===== config.mk =====
export PLATFORM = sky130hd
export DESIGN_NAME = periodic_timer_slot_table_flat
export DESIGN_NICKNAME = d
export VERILOG_FILES = /design/src/rtl/ptst_pkg.sv /design/src/rtl/ptst_req_if.sv /design/src/rtl/ptst_rsp_if.sv /design/src/rtl/periodic_timer_slot_table.sv /design/src/rtl/ptst_ctrl.sv /design/src/rtl/ptst_datapath.sv /design/src/flat_wrapper.sv
export SDC_FILE = /design/constraint.sdc
export NUM_CORES = 1
export LEC_CHECK = 0
export ABC_AREA = 1
export BUFFER_PORTS_ARGS = -buffer_cell sky130_fd_sc_hd__buf_4
export CAP_MARGIN = 20
export CORE_UTILIZATION = 45
export DETAILED_ROUTE_END_ITERATION = 12
export SLEW_MARGIN = 20
export SYNTH_ARGS = -nofsm -noshare
export SYNTH_HDL_FRONTEND = slang
export SYNTH_SLANG_ARGS = --single-unit

===== constraint.sdc =====
create_clock -name clk_i -period 8.7 [get_ports clk_i]
set_input_delay 0.435 -clock clk_i [delete_from_list [all_inputs] [get_ports clk_i]]
set_output_delay 0.435 -clock clk_i [all_outputs]
set_load 0.1 [all_outputs]

===== src/rtl/ptst_pkg.sv =====
// Package for the periodic timer slot table.
// Field widths, action and status codes, and the control/status structs.
// No dependencies.
package ptst_pkg;

  localparam int unsigned ActionW    = 3;
  localparam int unsigned SlotW      = 6;
  localparam int unsigned ValW       = 16;
  localparam int unsigned StatusW    = 3;
  localparam int unsigned MaxResults = 16;
  localparam int unsigned CntNW      = $clog2(MaxResults);

  // Action codes
  localparam logic [ActionW-1:0] ACT_TICK     = 3'd0;
  localparam logic [ActionW-1:0] ACT_REGISTER = 3'd1;
  localparam logic [ActionW-1:0] ACT_DELETE   = 3'd2;
  localparam logic [ActionW-1:0] ACT_MODIFY   = 3'd3;
  localparam logic [ActionW-1:0] ACT_EXECUTE  = 3'd4;

  // Status codes
  localparam logic [StatusW-1:0] ST_OK     = 3'd0;
  localparam logic [StatusW-1:0] ST_FULL   = 3'd1;
  localparam logic [StatusW-1:0] ST_BADIDX = 3'd2;
  localparam logic [StatusW-1:0] ST_FIRED  = 3'd3;
  localparam logic [StatusW-1:0] ST_NONE   = 3'd4;

  // Commands from controller to datapath
  typedef struct packed {
    logic capture;    // latch request fields, rewind scan
    logic tick_run;   // tick scan: read slot, write back previous
    logic adv;        // step scan index
    logic reg_claim;  // claim current slot and emit
    logic exec_fire;  // fire current slot and emit
    logic resp_emit;  // emit single closing result
  } ctrl_cmd_t;

  // Status from datapath to controller
  typedef struct packed {
    logic idx_end;    // scan index past last slot
    logic tick_busy;  // tick write-back stage occupied
    logic cur_free;   // current slot unused
    logic cur_fire;   // current slot valid and pending
    logic fire_any;   // some slot valid and pending
    logic exec_last;  // current firing is the final one
    logic out_free;   // output register can take a result
  } dp_status_t;

endpackage


===== src/rtl/ptst_req_if.sv =====
// Request channel of the periodic timer slot table.
// Depends on ptst_pkg.
interface ptst_req_if;
  import ptst_pkg::*;

  logic               valid;
  logic               ready;
  logic [ActionW-1:0] action;
  logic [SlotW-1:0]   slot_index;
  logic [ValW-1:0]    delay_value;
  logic [ValW-1:0]    reload_value;

  modport source (
    output valid, action, slot_index, delay_value, reload_value,
    input  ready
  );
  modport sink (
    input  valid, action, slot_index, delay_value, reload_value,
    output ready
  );
endinterface


===== src/rtl/ptst_rsp_if.sv =====
// Result channel of the periodic timer slot table.
// Depends on ptst_pkg.
interface ptst_rsp_if;
  import ptst_pkg::*;

  logic               valid;
  logic               ready;
  logic [SlotW-1:0]   slot_out;
  logic [StatusW-1:0] status;
  logic               last;

  modport source (
    output valid, slot_out, status, last,
    input  ready
  );
  modport sink (
    input  valid, slot_out, status, last,
    output ready
  );
endinterface


===== src/rtl/periodic_timer_slot_table.sv =====
// Top level of the periodic timer slot table (tick-based task scheduler).
// Depends on ptst_pkg, ptst_req_if, ptst_rsp_if, ptst_ctrl, ptst_datapath.
//
// Usage notes:
//  - req_i carries one request: action, slot_index, delay_value,
//    reload_value. rsp_o returns results: slot_out, status, last. Both are
//    valid/ready; a transfer happens when both are high on a clock edge.
//  - One request is worked at a time; ready is high only while the
//    sequencer is idle. Each request yields one or more results, the final
//    one flagged by last.
//  - Work per request (result not stalled):
//      tick            every slot, one slot per cycle through the countdown
//                      memory, one write-back stage, then the result
//      register        up to the first free slot, all slots when full
//      execute         up to the highest fired slot, one cycle per slot scanned;
//                      only the result when nothing is pending
//      delete, modify  only the result
//  - Execute returns at most 16 results; slots beyond stay pending.
//  - A single output register decouples the sides: a new request is taken
//    while the previous final result still waits. If the receiver stalls,
//    the scan holds on the slot to be reported until the register frees.
//  - Reset clears every valid and pending mark; countdown and period
//    memories are not cleared, as a slot is written before it is used.
module periodic_timer_slot_table #(
  parameter int unsigned SLOTS = 16
) (
  input  logic        clk_i,
  input  logic        rst_ni,
  ptst_req_if.sink    req_i,
  ptst_rsp_if.source  rsp_o
);
  import ptst_pkg::*;

  ctrl_cmd_t  cmd;
  dp_status_t dp_st;

  // sequencer
  ptst_ctrl u_ctrl (
    .clk_i        (clk_i),
    .rst_ni       (rst_ni),
    .req_valid_i  (req_i.valid),
    .req_action_i (req_i.action),
    .req_ready_o  (req_i.ready),
    .st_i         (dp_st),
    .cmd_o        (cmd)
  );

  // slot table, scan and output register
  ptst_datapath #(
    .SLOTS (SLOTS)
  ) u_datapath (
    .clk_i          (clk_i),
    .rst_ni         (rst_ni),
    .cmd_i          (cmd),
    .st_o           (dp_st),
    .action_i       (req_i.action),
    .slot_index_i   (req_i.slot_index),
    .delay_value_i  (req_i.delay_value),
    .reload_value_i (req_i.reload_value),
    .out_valid_o    (rsp_o.valid),
    .out_ready_i    (rsp_o.ready),
    .slot_out_o     (rsp_o.slot_out),
    .status_o       (rsp_o.status),
    .last_o         (rsp_o.last)
  );

  // at most one result loaded per cycle
  assert property (@(posedge clk_i) disable iff (!rst_ni)
    $onehot0({cmd.reg_claim, cmd.exec_fire, cmd.resp_emit}))
    else $error("more than one result loaded in a cycle");

  // a claim lands on a free slot and never overwrites a waiting result
  assert property (@(posedge clk_i) disable iff (!rst_ni)
    cmd.reg_claim |-> (dp_st.cur_free && dp_st.out_free))
    else $error("register claimed a busy slot or overran the output");

  // a fired slot was pending, and the output had room
  assert property (@(posedge clk_i) disable iff (!rst_ni)
    cmd.exec_fire |-> (dp_st.cur_fire && dp_st.out_free))
    else $error("execute fired a slot that was not pending");

  // tick write-back only follows a tick read
  assert property (@(posedge clk_i) disable iff (!rst_ni)
    dp_st.tick_busy |-> $past(cmd.tick_run))
    else $error("tick write-back without a tick scan");

endmodule


===== src/rtl/ptst_ctrl.sv =====
// Sequencing state machine of the periodic timer slot table.
// Depends on ptst_pkg; drives ptst_datapath through ctrl_cmd_t.
module ptst_ctrl (
  input  logic                         clk_i,
  input  logic                         rst_ni,
  input  logic                         req_valid_i,
  input  logic [ptst_pkg::ActionW-1:0] req_action_i,
  output logic                         req_ready_o,
  input  ptst_pkg::dp_status_t         st_i,
  output ptst_pkg::ctrl_cmd_t          cmd_o
);
  import ptst_pkg::*;

  typedef enum logic [4:0] {
    S_IDLE = 5'b00001,
    S_TICK = 5'b00010,
    S_REG  = 5'b00100,
    S_EXEC = 5'b01000,
    S_RESP = 5'b10000
  } state_e;

  state_e state_q, state_d;

  always_comb begin
    state_d     = state_q;
    cmd_o       = '0;
    req_ready_o = 1'b0;
    case (state_q)
      S_IDLE: begin
        req_ready_o = 1'b1;
        if (req_valid_i) begin
          cmd_o.capture = 1'b1;
          case (req_action_i)
            ACT_TICK:     state_d = S_TICK;
            ACT_REGISTER: state_d = S_REG;
            ACT_EXECUTE:  state_d = st_i.fire_any ? S_EXEC : S_RESP;
            default:      state_d = S_RESP;
          endcase
        end
      end
      S_TICK: begin
        cmd_o.tick_run = 1'b1;
        cmd_o.adv      = !st_i.idx_end;
        if (st_i.idx_end && !st_i.tick_busy) begin
          state_d = S_RESP;
        end
      end
      S_REG: begin
        if (st_i.idx_end) begin
          state_d = S_RESP;
        end else if (st_i.cur_free) begin
          if (st_i.out_free) begin
            cmd_o.reg_claim = 1'b1;
            state_d         = S_IDLE;
          end
        end else begin
          cmd_o.adv = 1'b1;
        end
      end
      S_EXEC: begin
        if (st_i.idx_end) begin
          state_d = S_IDLE;
        end else if (st_i.cur_fire) begin
          if (st_i.out_free) begin
            cmd_o.exec_fire = 1'b1;
            if (st_i.exec_last) begin
              state_d = S_IDLE;
            end
          end
        end else begin
          cmd_o.adv = 1'b1;
        end
      end
      S_RESP: begin
        if (st_i.out_free) begin
          cmd_o.resp_emit = 1'b1;
          state_d         = S_IDLE;
        end
      end
      default: state_d = S_IDLE;
    endcase
  end

  always_ff @(posedge clk_i or negedge rst_ni) begin
    if (!rst_ni) begin
      state_q <= S_IDLE;
    end else begin
      state_q <= state_d;
    end
  end

endmodule


===== src/rtl/ptst_datapath.sv =====
// Slot table datapath: valid/pending flags, countdown and period memories,
// scan index, tick write-back stage and output register. Depends on ptst_pkg.
module ptst_datapath #(
  parameter int unsigned SLOTS = 16
) (
  input  logic                         clk_i,
  input  logic                         rst_ni,
  input  ptst_pkg::ctrl_cmd_t          cmd_i,
  output ptst_pkg::dp_status_t         st_o,
  input  logic [ptst_pkg::ActionW-1:0] action_i,
  input  logic [ptst_pkg::SlotW-1:0]   slot_index_i,
  input  logic [ptst_pkg::ValW-1:0]    delay_value_i,
  input  logic [ptst_pkg::ValW-1:0]    reload_value_i,
  output logic                         out_valid_o,
  input  logic                         out_ready_i,
  output logic [ptst_pkg::SlotW-1:0]   slot_out_o,
  output logic [ptst_pkg::StatusW-1:0] status_o,
  output logic                         last_o
);
  import ptst_pkg::*;

  localparam int unsigned IdxW = (SLOTS > 1) ? $clog2(SLOTS) : 1;
  localparam int unsigned CntW = $clog2(SLOTS + 1);
  localparam logic [CntW-1:0]  SlotsC  = CntW'(SLOTS);
  localparam logic [SlotW:0]   SlotsW  = (SlotW + 1)'(SLOTS);
  localparam logic [CntNW-1:0] LastN   = CntNW'(MaxResults - 1);

  // request latch
  logic [ActionW-1:0] act_q;
  logic [SlotW-1:0]   sidx_q;
  logic [ValW-1:0]    delay_q, reload_q;

  // scan state
  logic [CntW-1:0]  idx_q;
  logic [CntNW-1:0] n_q;
  logic [IdxW-1:0]  cur;

  // per-slot flags
  logic [SLOTS-1:0] valid_q, pend_q, pzero_q;
  logic [SLOTS-1:0] fire_vec, above;

  // memories
  logic [ValW-1:0] cd_mem [SLOTS];
  logic [ValW-1:0] pr_mem [SLOTS];
  logic [ValW-1:0] cd_rd_q, pr_rd_q;

  // tick write-back stage
  logic            s1_valid_q;
  logic [IdxW-1:0] s1_idx_q;
  logic [ValW-1:0] cd_dec, cd_new;
  logic            cd_hit, tick_wr;

  // misc
  logic            idx_end, bad_idx, emit, out_free;
  logic [IdxW-1:0] sidx;
  logic [SlotW-1:0]   res_slot;
  logic [StatusW-1:0] res_status;
  logic               res_last;

  logic               out_valid_q, out_last_q;
  logic [SlotW-1:0]   out_slot_q;
  logic [StatusW-1:0] out_status_q;

  assign cur      = idx_q[IdxW-1:0];
  assign sidx     = sidx_q[IdxW-1:0];
  assign idx_end  = (idx_q == SlotsC);
  assign bad_idx  = ({1'b0, sidx_q} >= SlotsW);
  assign fire_vec = valid_q & pend_q;
  assign out_free = !out_valid_q || out_ready_i;

  always_comb begin
    for (int j = 0; j < SLOTS; j++) begin
      above[j] = (CntW'(j) > idx_q);
    end
  end

  assign st_o.idx_end   = idx_end;
  assign st_o.tick_busy = s1_valid_q;
  assign st_o.cur_free  = !idx_end && !valid_q[cur];
  assign st_o.cur_fire  = !idx_end && fire_vec[cur];
  assign st_o.fire_any  = |fire_vec;
  assign st_o.exec_last = (n_q == LastN) || ((fire_vec & above) == '0);
  assign st_o.out_free  = out_free;

  // tick: saturating decrement, reload at zero
  assign cd_dec  = (cd_rd_q == '0) ? '0 : cd_rd_q - 1'b1;
  assign cd_hit  = (cd_dec == '0);
  assign cd_new  = cd_hit ? pr_rd_q : cd_dec;
  assign tick_wr = s1_valid_q && valid_q[s1_idx_q];

  // result fields: closing result of single-result actions, or the claimed or fired slot
  always_comb begin
    case (act_q)
      ACT_REGISTER: res_status = ST_FULL;
      ACT_DELETE,
      ACT_MODIFY:   res_status = bad_idx ? ST_BADIDX : ST_OK;
      ACT_EXECUTE:  res_status = ST_NONE;
      default:      res_status = ST_OK;
    endcase
    res_slot = '0;
    res_last = 1'b1;
    if (cmd_i.reg_claim) begin
      res_slot   = SlotW'(cur);
      res_status = ST_OK;
    end else if (cmd_i.exec_fire) begin
      res_slot   = SlotW'(cur);
      res_status = ST_FIRED;
      res_last   = st_o.exec_last;
    end
  end

  assign emit = cmd_i.reg_claim || cmd_i.exec_fire || cmd_i.resp_emit;

  // request latch, payload only
  always_ff @(posedge clk_i) begin
    if (cmd_i.capture) begin
      act_q    <= action_i;
      sidx_q   <= slot_index_i;
      delay_q  <= delay_value_i;
      reload_q <= reload_value_i;
    end
  end

  // countdown and period memories
  always_ff @(posedge clk_i) begin
    if (cmd_i.tick_run && !idx_end) begin
      cd_rd_q <= cd_mem[cur];
      pr_rd_q <= pr_mem[cur];
    end
    if (tick_wr) begin
      cd_mem[s1_idx_q] <= cd_new;
    end else if (cmd_i.reg_claim) begin
      cd_mem[cur] <= delay_q;
    end
    if (cmd_i.reg_claim) begin
      pr_mem[cur] <= reload_q;
    end else if (cmd_i.resp_emit && act_q == ACT_MODIFY && !bad_idx) begin
      pr_mem[sidx] <= reload_q;
    end
  end

  always_ff @(posedge clk_i) begin
    s1_idx_q <= cur;
  end

  // control state and flags
  always_ff @(posedge clk_i or negedge rst_ni) begin
    if (!rst_ni) begin
      idx_q      <= '0;
      n_q        <= '0;
      valid_q    <= '0;
      pend_q     <= '0;
      pzero_q    <= '0;
      s1_valid_q <= 1'b0;
    end else begin
      s1_valid_q <= cmd_i.tick_run && !idx_end;
      if (cmd_i.capture) begin
        idx_q <= '0;
        n_q   <= '0;
      end else if (cmd_i.adv || cmd_i.exec_fire) begin
        idx_q <= idx_q + 1'b1;
      end
      if (tick_wr && cd_hit) begin
        pend_q[s1_idx_q] <= 1'b1;
      end
      if (cmd_i.reg_claim) begin
        valid_q[cur] <= 1'b1;
        pend_q[cur]  <= 1'b0;
        pzero_q[cur] <= (reload_q == '0);
      end
      if (cmd_i.exec_fire) begin
        n_q         <= n_q + 1'b1;
        pend_q[cur] <= 1'b0;
        if (pzero_q[cur]) begin
          valid_q[cur] <= 1'b0;
        end
      end
      if (cmd_i.resp_emit && !bad_idx) begin
        if (act_q == ACT_DELETE) begin
          valid_q[sidx] <= 1'b0;
          pend_q[sidx]  <= 1'b0;
        end else if (act_q == ACT_MODIFY) begin
          pzero_q[sidx] <= (reload_q == '0);
        end
      end
    end
  end

  // output register
  always_ff @(posedge clk_i or negedge rst_ni) begin
    if (!rst_ni) begin
      out_valid_q <= 1'b0;
    end else if (emit) begin
      out_valid_q <= 1'b1;
    end else if (out_ready_i) begin
      out_valid_q <= 1'b0;
    end
  end

  always_ff @(posedge clk_i) begin
    if (emit) begin
      out_slot_q   <= res_slot;
      out_status_q <= res_status;
      out_last_q   <= res_last;
    end
  end

  assign out_valid_o = out_valid_q;
  assign slot_out_o  = out_slot_q;
  assign status_o    = out_status_q;
  assign last_o      = out_last_q;

endmodule

===== src/flat_wrapper.sv =====
// flat-port wrapper written by rule: the top's interface ports become plain ports
module periodic_timer_slot_table_flat import ptst_pkg::*;
#(
  parameter int unsigned SLOTS = 16
)
  (clk_i, rst_ni, req_i_valid, req_i_action, req_i_slot_index, req_i_delay_value, req_i_reload_value, req_i_ready, rsp_o_valid, rsp_o_slot_out, rsp_o_status, rsp_o_last, rsp_o_ready);
  ptst_req_if req_i_i ();
  ptst_rsp_if rsp_o_i ();
  input  logic clk_i;
  input  logic rst_ni;
  input wire logic [$bits(req_i_i.valid)-1:0] req_i_valid;
  input wire logic [$bits(req_i_i.action)-1:0] req_i_action;
  input wire logic [$bits(req_i_i.slot_index)-1:0] req_i_slot_index;
  input wire logic [$bits(req_i_i.delay_value)-1:0] req_i_delay_value;
  input wire logic [$bits(req_i_i.reload_value)-1:0] req_i_reload_value;
  output wire logic [$bits(req_i_i.ready)-1:0] req_i_ready;
  output wire logic [$bits(rsp_o_i.valid)-1:0] rsp_o_valid;
  output wire logic [$bits(rsp_o_i.slot_out)-1:0] rsp_o_slot_out;
  output wire logic [$bits(rsp_o_i.status)-1:0] rsp_o_status;
  output wire logic [$bits(rsp_o_i.last)-1:0] rsp_o_last;
  input wire logic [$bits(rsp_o_i.ready)-1:0] rsp_o_ready;
  assign req_i_i.valid = req_i_valid;
  assign req_i_i.action = req_i_action;
  assign req_i_i.slot_index = req_i_slot_index;
  assign req_i_i.delay_value = req_i_delay_value;
  assign req_i_i.reload_value = req_i_reload_value;
  assign req_i_ready = req_i_i.ready;
  assign rsp_o_valid = rsp_o_i.valid;
  assign rsp_o_slot_out = rsp_o_i.slot_out;
  assign rsp_o_status = rsp_o_i.status;
  assign rsp_o_last = rsp_o_i.last;
  assign rsp_o_i.ready = rsp_o_ready;
  periodic_timer_slot_table #(.SLOTS(SLOTS)) u_core (.clk_i(clk_i), .rst_ni(rst_ni), .req_i(req_i_i), .rsp_o(rsp_o_i));
endmodule

==> results of run 1 <==
path summary, 6_finish.rpt:
path	start	to	slack (ps)
max reg2reg	u_core.u_datapath.idx_q[1]$_DFFE_PN0P_	u_core.u_datapath.cd_mem[5][2]$_DFFE_PP_	4180
min reg2reg	u_core.u_datapath.pend_q[8]$_DFF_PN0_	u_core.u_datapath.pend_q[8]$_DFF_PN0_	510
max	u_core.u_datapath.idx_q[1]$_DFFE_PN0P_	u_core.u_datapath.cd_mem[5][2]$_DFFE_PP_	4180
max in group asynchronous	rst_ni	u_core.u_datapath.idx_q[3]$_DFFE_PN0P_	7500
min	req_i_action[2]	u_core.u_datapath.act_q[2]$_DFFE_PP_	30
min in group asynchronous	rst_ni	u_core.u_datapath.pend_q[8]$_DFF_PN0_	480
cells by family (layout without fill, tap and decap cells):
group,count (synthesis),count (layout)
AND/OR/NAND/NOR,1163,1163
buffers and inverters,286,428
AO/OA/AOI/OAI,346,346
flip-flops,661,661
multiplexers,1,1
XOR/XNOR,5,5
other,1,2
adder cells (fa/ha/maj),6,6
final cells by class:
type	count	area share
multi-input combinational	1523	0.233
tap	837	0.0328
timing repair buffer	122	0.0321
sequential	661	0.610
clock buffer	95	0.0604
inverter	178	0.0211
clock inverter	33	0.0100
power groups by stage:
stage / Clock (mW) / Sequential [mW] / Combinational (mW)
2_1_floorplan: 0 / 3.95 / 1.55
4_1_cts: 3.00 / 3.88 / 2.59
3_3_place_gp: 0 / 3.94 / 2.55
6_report: 2.96 / 3.88 / 2.63
5_1_grt: 3.11 / 3.89 / 2.80
3_5_place_dp: 0 / 3.94 / 2.57
synth_stat cells, drive strengths merged:
| master | instances | area (um^2) |
|---|---|---|
| nand3 | 205 | 1070 |
| nor2 | 224 | 951 |
| a221oi | 32 | 280 |
| a21boi | 1 | 7.51 |
| o21ai | 63 | 334 |
| a32o | 23 | 230 |
| dfrtp | 63 | 1580 |
| o22ai | 1 | 6.26 |
| a211oi | 10 | 75.1 |
| o211ai | 14 | 110 |
| nor4 | 10 | 68.8 |
| conb | 1 | 3.75 |
| xor2 | 5 | 43.8 |
| nand4 | 23 | 144 |
| nand2 | 695 | 2660 |
| inv | 178 | 671 |
| o21bai | 4 | 30.0 |
| or2 | 1 | 6.26 |
| a22o | 38 | 333 |
| dfxtp | 4 | 80.1 |
| ha | 6 | 75.1 |
| a31oi | 38 | 238 |
| a21oi | 120 | 604 |
| mux2i | 1 | 22.5 |
| nand3b | 1 | 7.51 |
| edfxtp | 593 | 17800 |
| dfstp | 1 | 26.3 |
| buf | 73 | 419 |
| o2111ai | 2 | 17.5 |
| clkbuf | 35 | 131 |
| nor3 | 4 | 25.0 |
metal layers:
| metal | vias to the layer above | wire length, um | global-route usage |
|---|---|---|---|
| met3 | 140 | 6300 | 0.0401 |
| met4 | 2 | 2270 | 0.0822 |
| met5 | - | 13 | 0 |
| met1 | 9604 | 34000 | 0.359 |
| met2 | 846 | 37500 | 0.407 |
| li1 | 8851 | - | - |
per-stage QoR:
stage,cells,setup slack (ps)
finish,3449,4180
global route,3449,3790
CTS,3448,4220
detailed placement,3281,4230
global placement,3281,4320
floorplan,2470,1880
sequential cells by signal, indices dropped and copies added, names as in the netlist, 3 cells and up:
name                          flops
u_core.u_ctrl.state_q             5
u_core.u_datapath.act_q           3
u_core.u_datapath.cd_mem        256
u_core.u_datapath.cd_rd_q        16
u_core.u_datapath.delay_q        16
u_core.u_datapath.idx_q           5
u_core.u_datapath.n_q             4
u_core.u_datapath.pend_q         16
u_core.u_datapath.pr_mem        256
u_core.u_datapath.pr_rd_q        16
u_core.u_datapath.pzero_q        16
u_core.u_datapath.reload_q       16
u_core.u_datapath.s1_idx_q        4
u_core.u_datapath.sidx_q          6
u_core.u_datapath.slot_out_o      4
u_core.u_datapath.status_o        3
u_core.u_datapath.valid_q        16
==> results_dict.tcl, run 1 <==
set metrics [dict create \
    outcome "complete, no violations" \
    p_leak_nw 11.9 \
    clock-root-buffer "clkbuf_16" \
    criticalPathCategory "reg2reg" \
    clock-sinks 661 \
    post-route-min-period_ps 4520 \
    seq_area_um2 19500 \
    slowest_stage "nor2_2" \
    area.growth.synth_to_final_pct 13.9 \
    port_buffers 54 \
    synthXorXnorAreaFrac 0.00156 \
    crit_fanout 33 \
    worst_pin_slew_ps 1090 \
    finalPower_mw 9.47 \
    cts_resized 0 \
    ys_types 48 \
    clock_power_share 0.312 \
    clk_path_buf_depth 3 \
    cp_num_buf_inv 1 \
    final_common_cell "nand2_1" \
    htreeDepth 3 \
    grt.total_usage 0.255 \
    drive_above_1_share 0.108 \
    p_int_mw 6.17 \
    placed_area_um2 29300 \
    antenna_found_initial 4 \
    clk_latency_ps 620 \
    holdBufCountCts 39 \
    cts_tree "yes" \
    cts_buffers 72 \
    switching_share 0.348 \
    maxCapViolations 0 \
    routed_wl_um 80100 \
    routed-via-count 19400 \
    fmax_mhz 221 \
    netlist_area_um2 28100 \
    coreArea_um2 61600 \
    crit_cells 12 \
    nets 2609 \
    synthAdderAreaFrac 0.00268 \
    syn_inst 2469 \
    path_clk_slew_ps 60 \
    drtIter0Drc 2067 \
    grt_max_degree 95 \
    wl_per_cell_um 23.2 \
    synth-seq-cells 661 \
    setup_viol 0 \
    grt_pass1_vias 18500 \
    cp.arrival_ps 4740 \
    die_x_um 252 \
    rows 91 \
    worst_setup_path_start_kind "flop" \
    die_h_um 252 \
    post-route-period-util 0.519 \
    cpPeakStageDelay_ps 830 \
    required_ps 8920 \
    crit_family "simple AND/OR/NAND/NOR gates" \
    syn_area_per_cell_um2 11.4 \
    ir_drop_mv 0.201 \
    n_antenna_cell 0 \
    synth_top_family_by_area "simple AND/OR/NAND/NOR gates" \
    worst-r2r-cell-count 12 \
    synth.area.mux_share 0.000803 \
    rsz0062_at_grt "no" \
    p_per_area_nw_per_um2 296 \
    fin_area_um2 31900 \
    dp_hpwl_um 52000 \
    seqPwrFrac 0.410 \
    cp-end-kind "flop" \
    hold_class "in2reg" \
    vias_per_cell 5.64 \
    detail-route-antenna-nets 0 \
    slew_viol_final 0 \
    relSlewSlack 0.270 \
    multiInputGateArea_um2 7450 \
    synth_compound_area_frac 0.0808 \
    drc 0 \
    fin_util 0.519 \
    yosys.area_share.simple 0.176 \
    combPwrFrac 0.277 \
    p_sw_mw 3.30 \
    overflow 0 \
    drt-pass1-iter-count 6 \
    skew_ps 27.3 \
    holdWs_ps 28.0 \
    initial_core_util 0.455 \
    crit_path_cell_trace "inv_2 -> nor2_4 -> o21ai_0 -> o21ai_1 -> nor2_1 -> nor2_4 -> nor2_8 -> nand2_2 -> nand2_1 -> nand2_1 -> nand3_1 -> nor2_2" \
    io_pins 57 \
    grt_pass1_wl_um 119000 \
    finalSetupTns_ps 0 \
    nFillCells 5358 \
    synth-seq-area-share 0.695 \
    ys_warn_count 0 \
    hold_viol 0 \
    final_cell_mix "nand2_1, edfxtp_1, nand3_1" \
    post-cts-setup-buffers 0 \
    hold_depth 1 \
    die_area_um2 63300 \
    place_congestion 0.961 \
]
No activity file was read; power rests on OpenSTA's default activity.
==> run 2, diff against run 1 <==
--- a/config.mk
+++ b/config.mk
@@ -5,7 +5,7 @@
 export SDC_FILE = /design/constraint.sdc
 export NUM_CORES = 1
 export LEC_CHECK = 0
-export ABC_AREA = 1
+export ABC_AREA = 0
 export BUFFER_PORTS_ARGS = -buffer_cell sky130_fd_sc_hd__buf_4
 export CAP_MARGIN = 20
 export CORE_UTILIZATION = 45
==> constraint.sdc (replaced) <==
create_clock -name clk_i -period 4.1 [get_ports clk_i]
set_input_delay 0.205 -clock clk_i [delete_from_list [all_inputs] [get_ports clk_i]]
set_output_delay 0.205 -clock clk_i [all_outputs]
set_load 0.1 [all_outputs]
==> results_dict.tcl, run 2 <==
set metrics [dict create \
    finalSetupTns_ps 0 \
    dp_hpwl_um 40700 \
    outcome "finished with violations" \
    skew_ps 28.4 \
    seqPwrFrac 0.503 \
    worst_setup_path_start_kind "flop" \
    grt_pass1_vias 15100 \
    slew_viol_final 0 \
    fmax_mhz 269 \
    p_leak_nw 10.2 \
    initial_core_util 0.456 \
    die_area_um2 61100 \
    fin_ws_ps 386 \
    nets 1712 \
    n_antenna_cell 0 \
    cts_tree "yes" \
    drtIter0Drc 1435 \
    detail-route-antenna-nets 0 \
    hold_class "in2reg" \
    rows 89 \
    clock-sinks 661 \
    drc 5 \
    maxCapViolations 0 \
    holdBufCountCts 42 \
    setup_viol 0 \
    antenna_found_initial 1 \
    synth-seq-cells 661 \
    place_ws_ps 437 \
    syn_area_per_cell_um2 18.3 \
    relSlewSlack 0.298 \
    clock-root-buffer "clkbuf_16" \
    io_pins 57 \
    clk_latency_ps 600 \
    overflow 0 \
    post-route-min-period_ps 3710 \
    die_x_um 247 \
    netlist_area_um2 27000 \
    final_common_cell "edfxtp_1" \
    synth_top_area_frac 0.659 \
    crit_fanout 16 \
    p_per_area_nw_per_um2 504 \
    cp.arrival_ps 3960 \
    ys.flop_type "edfxtp_1" \
    post-cts-setup-buffers 0 \
    clock_power_share 0.400 \
    drt-pass1-iter-count 9 \
    cp-end-kind "flop" \
    yosysMostFrequentCell "edfxtp_1" \
    cts_buffers 71 \
    switching_share 0.240 \
    ir_drop_mv 0.250 \
    synthArstFlopShare 0.0968 \
    post-route-period-util 0.906 \
    port_buffers 54 \
    cts_resized 0 \
    routed-via-count 14900 \
    die_h_um 247 \
    htreeDepth 3 \
    clk_path_buf_depth 3 \
    synth_top_area_cell "edfxtp_1" \
    netlist_top_cells_count "edfxtp_1, mux4_2, nor2_1, dfrtp_1, nand2_1" \
    place_congestion 0.869 \
    p_sw_mw 3.82 \
    grt.total_usage 0.225 \
    wl_per_cell_um 26.8 \
    fin_util 0.534 \
    grt_max_degree 102 \
    grt_pass1_wl_um 99200 \
    synth.area.top_cells "edfxtp_1, mux4_2, dfrtp_1" \
    final_cell_mix "edfxtp_1, mux4_2, buf_4" \
    path_clk_slew_ps 60 \
    reg_top3 "u_core.u_datapath.cd_mem (256), u_core.u_datapath.pr_mem (256)" \
    synth_edf_count 593 \
    syn_inst 1481 \
    drive_above_1_share 0.290 \
    synth-seq-area-share 0.721 \
    violations "DRC" \
    p_int_mw 12.1 \
    hold_viol 0 \
    required_ps 4340 \
    ys_types 69 \
    vias_per_cell 6.01 \
    routed_wl_um 66700 \
    coreArea_um2 59200 \
    rsz0062_at_grt "no" \
    combPwrFrac 0.097 \
    ys_warn_count 0 \
    worst_pin_slew_ps 1050 \
    criticalPathCategory "reg2reg" \
    area.growth.synth_to_final_pct 17.0 \
]
[run 2: worst paths after layout]
kind                       cells after the start                                   endpoint                                    from  slack, ps
setup / recovery                               7   u_core.u_datapath.cd_mem[4][5]$_DFFE_PP_  u_core.u_datapath.idx_q[3]$_DFFE_PN0P_        390
hold / removal                                 3  u_core.u_datapath.out_valid_o$_DFFE_PN0P_                             rsp_o_ready        190
setup reg to reg                               7   u_core.u_datapath.cd_mem[4][5]$_DFFE_PP_  u_core.u_datapath.idx_q[3]$_DFFE_PN0P_        390
hold reg to reg                                1     u_core.u_datapath.pzero_q[5]$_DFF_PN0_  u_core.u_datapath.pzero_q[5]$_DFF_PN0_        500
max in group asynchronous                      2     u_core.u_datapath.idx_q[2]$_DFFE_PN0P_                                  rst_ni       3170
min in group asynchronous                      2     u_core.u_datapath.idx_q[4]$_DFFE_PN0P_                                  rst_ni        260
[run 2: final cells by class]
| cell class | instances | area [um^2] |
|---|---|---|
| clock buffer | 92 | 1960 |
| clock inverter | 35 | 359 |
| fill | 4715 | 27600 |
| inverter | 17 | 63.8 |
| multi-input combinational | 717 | 7200 |
| sequential | 661 | 19500 |
| tap | 773 | 967 |
| timing repair buffer | 193 | 1580 |
[run 2: per-layer routing]
layer  share of wire  track usage  routed length [um]
met5         0.00019            0                  13
met1            0.43        0.316               28500
met4           0.024       0.0721                1580
met2            0.49        0.361               32600
met3           0.060       0.0366                4020
[run 2: cells by family after synthesis]
kind of cell / count (synthesis) / synth area share
adders and majority gates: 8 / 0.00352
other: 1 / 0.000139
xor gates and xnor gates: 9 / 0.00292
AOI/OAI and AO/OA: 192 / 0.0473
buffers and inverters: 104 / 0.0158
DFF: 661 / 0.721
and+or+nand+nor: 308 / 0.0548
muxes: 198 / 0.155
[run 2: power by group through the flow]
stage               registers (mW)  logic, mW  clock network, mW
global placement              8.13       1.53                  0
CTS                           8.00       1.57               6.50
floorplan                     8.13      0.893                  0
detailed placement            8.14       1.53                  0
global route                  8.03       1.66               6.78
finish                        8.01       1.55               6.38
[run 2: per-stage QoR]
step,power [mW],cells,hold slack [ps],instance area [um^2]
4_1_cts,16.1,2488,158,31600
2_1_floorplan,9.02,1482,-90.6,27000
3_3_place_gp,9.66,2319,371,28900
5_1_grt,16.5,2488,185,31600
6_report,15.9,2488,188,31600
3_5_place_dp,9.67,2319,370,28900
[run 2: critical path: stages, from the launching register on]
cell and delay (ps):
dfrtp_1 550, buf_4 280, nor2_1 110, and3_1 230, nor3_1 590, and3_1 300
nand2b_1 360, a21oi_1 920
==> run 3, diff against run 2 <==
--- a/config.mk
+++ b/config.mk
@@ -8,6 +8,7 @@
 export ABC_AREA = 0
 export BUFFER_PORTS_ARGS = -buffer_cell sky130_fd_sc_hd__buf_4
 export CAP_MARGIN = 20
+export CORE_MARGIN = 2
 export CORE_UTILIZATION = 45
 export DETAILED_ROUTE_END_ITERATION = 12
 export SLEW_MARGIN = 20
==> results_dict.tcl, run 3 (same netlist as run 2, synthesis figures left out) <==
set metrics [dict create \
    skew_ps 22.7 \
    place_congestion 0.911 \
    worst_setup_path_start_kind "flop" \
    grt.total_usage 0.224 \
    p_int_mw 12.1 \
    port_buffers 54 \
    dp_hpwl_um 42800 \
    p_per_area_nw_per_um2 505 \
    relSlewSlack 0.297 \
    cts_tree "yes" \
    routed-via-count 14900 \
    nets 1716 \
    post-route-min-period_ps 3740 \
    grt_pass1_wl_um 102000 \
    outcome "complete, no violations" \
    drt-pass1-iter-count 5 \
    grt_pass1_vias 15400 \
    area.growth.synth_to_final_pct 17.5 \
    multiInputGateArea_um2 7240 \
    combPwrFrac 0.097 \
    nFillCells 4656 \
    final_common_cell "edfxtp_1" \
    clock-sinks 661 \
    drtIter0Drc 1264 \
    hold_viol 0 \
    rsz0062_at_grt "no" \
    initial_core_util 0.456 \
    cp-end-kind "flop" \
    post-cts-setup-buffers 0 \
    grt_max_degree 67 \
    seqPwrFrac 0.499 \
    fin_util 0.536 \
    routed_wl_um 67900 \
    path_clk_slew_ps 60 \
    die_h_um 249 \
    finalSetupTns_ps 0 \
    clock-root-buffer "clkbuf_16" \
    cp-endpoint "u_core.u_datapath.cd_mem[3][1]$_DFFE_PP_" \
    clock_power_share 0.404 \
    reg2reg_slack_ps 360 \
    p_sw_mw 3.89 \
    hold_depth 3 \
    htreeDepth 3 \
    setup_viol 0 \
    reg_top3 "u_core.u_datapath.cd_mem (256), u_core.u_datapath.pr_mem (256)" \
    detail-route-antenna-nets 0 \
    required_ps 4360 \
    die_x_um 249 \
    hold_class "in2reg" \
    clk_latency_ps 620 \
    coreArea_um2 59200 \
    clk_path_buf_depth 3 \
    cts_buffers 71 \
    post-route-period-util 0.913 \
    drive_above_1_share 0.296 \
    slew_viol_final 0 \
    p_leak_nw 10.3 \
    die_area_um2 62100 \
    worst_pin_slew_ps 1050 \
    crit_start "u_core.u_datapath.cd_rd_q[0]$_DFFE_PP_" \
    seq_area_um2 19500 \
    drc 0 \
    final_cell_mix "edfxtp_1, mux4_2, buf_4" \
    maxCapViolations 0 \
    rows 89 \
    worst-r2r-cell-count 9 \
    ir_drop_mv 0.354 \
    overflow 0 \
    crit_fanout 16 \
    r2r-start "u_core.u_datapath.cd_rd_q[0]$_DFFE_PP_" \
    cp.arrival_ps 4000 \
    io_pins 57 \
    antenna_found_initial 1 \
    criticalPathCategory "reg2reg" \
    r2r-end "u_core.u_datapath.cd_mem[3][1]$_DFFE_PP_" \
    finalPower_mw 16.0 \
    fmax_mhz 267 \
    wl_per_cell_um 27.3 \
    switching_share 0.242 \
    vias_per_cell 6.00 \
]
-- run 3: cell type report --
| class | instances | area share |
|---|---|---|
| Inverter | 17 | 0.00201 |
| Timing Repair Buffer | 197 | 0.0510 |
| Multi-Input combinational cell | 717 | 0.228 |
| Clock buffer | 90 | 0.0591 |
| Clock inverter | 36 | 0.0158 |
| Sequential cell | 661 | 0.614 |
| Tap cell | 773 | 0.0304 |
| Antenna cell | 1 | 0.0000787 |
-- run 3: how the worst min path moves through the flow --
stage | slack, ps | from | to
after floorplan | -90 | rst_ni | u_core.u_ctrl.state_q[1]$_DFFE_PN0P_
after global placement | 370 | rst_ni | u_core.u_datapath.idx_q[1]$_DFFE_PN0P_
after detailed placement | 370 | rst_ni | u_core.u_datapath.idx_q[1]$_DFFE_PN0P_
after CTS | 140 | rsp_o_ready | u_core.u_datapath.out_valid_o$_DFFE_PN0P_
after global routing | 170 | rsp_o_ready | u_core.u_datapath.out_valid_o$_DFFE_PN0P_
final | 160 | rsp_o_ready | u_core.u_datapath.out_valid_o$_DFFE_PN0P_
-- run 3: through the flow --
stage	cell area (um^2)	worst slack (ps)	std cells	hold WS [ps]
after floorplan	27000	660	1482	-90.6
after global placement	28900	216	2323	371
after detailed placement	28900	76.6	2323	373
after CTS	31700	45.1	2491	139
after global routing	31800	105	2491	175
final	31800	356	2492	156
-- run 3: timing repair --
action / CTS / global route
endpoints found under the setup margin: 0 / 64
resized for setup: 0 / 4
endpoints found under the hold margin: 107 / 0
hold buffers: 42 / 0
-- run 3: power by group through the flow --
stage	registers, mW	clock network (mW)	logic [mW]
2_1_floorplan	8.13	0	0.893
3_3_place_gp	8.13	0	1.51
3_5_place_dp	8.14	0	1.53
4_1_cts	8.00	6.59	1.56
5_1_grt	8.03	6.87	1.67
6_report	8.00	6.48	1.55
-- run 3: worst max-delay path, cell delays in order, from the launching register on --
cell and delay [ps]:
edfxtp_1 450, inv_1 100, ha_1 250, nor3b_1 430, nand3_1 250, o21a_1 240
or3_1 360, a21oi_2 350, a21oi_1 140, a21oi_1 790
-- run 3: layer usage --
metal  wire length [um]  vias up  GRT usage
li1                   -     6424          -
met1              28800     7858      0.314
met2              33000      537      0.363
met3               4120      122     0.0358
met4               1990        0     0.0695
met5                  0        -          0
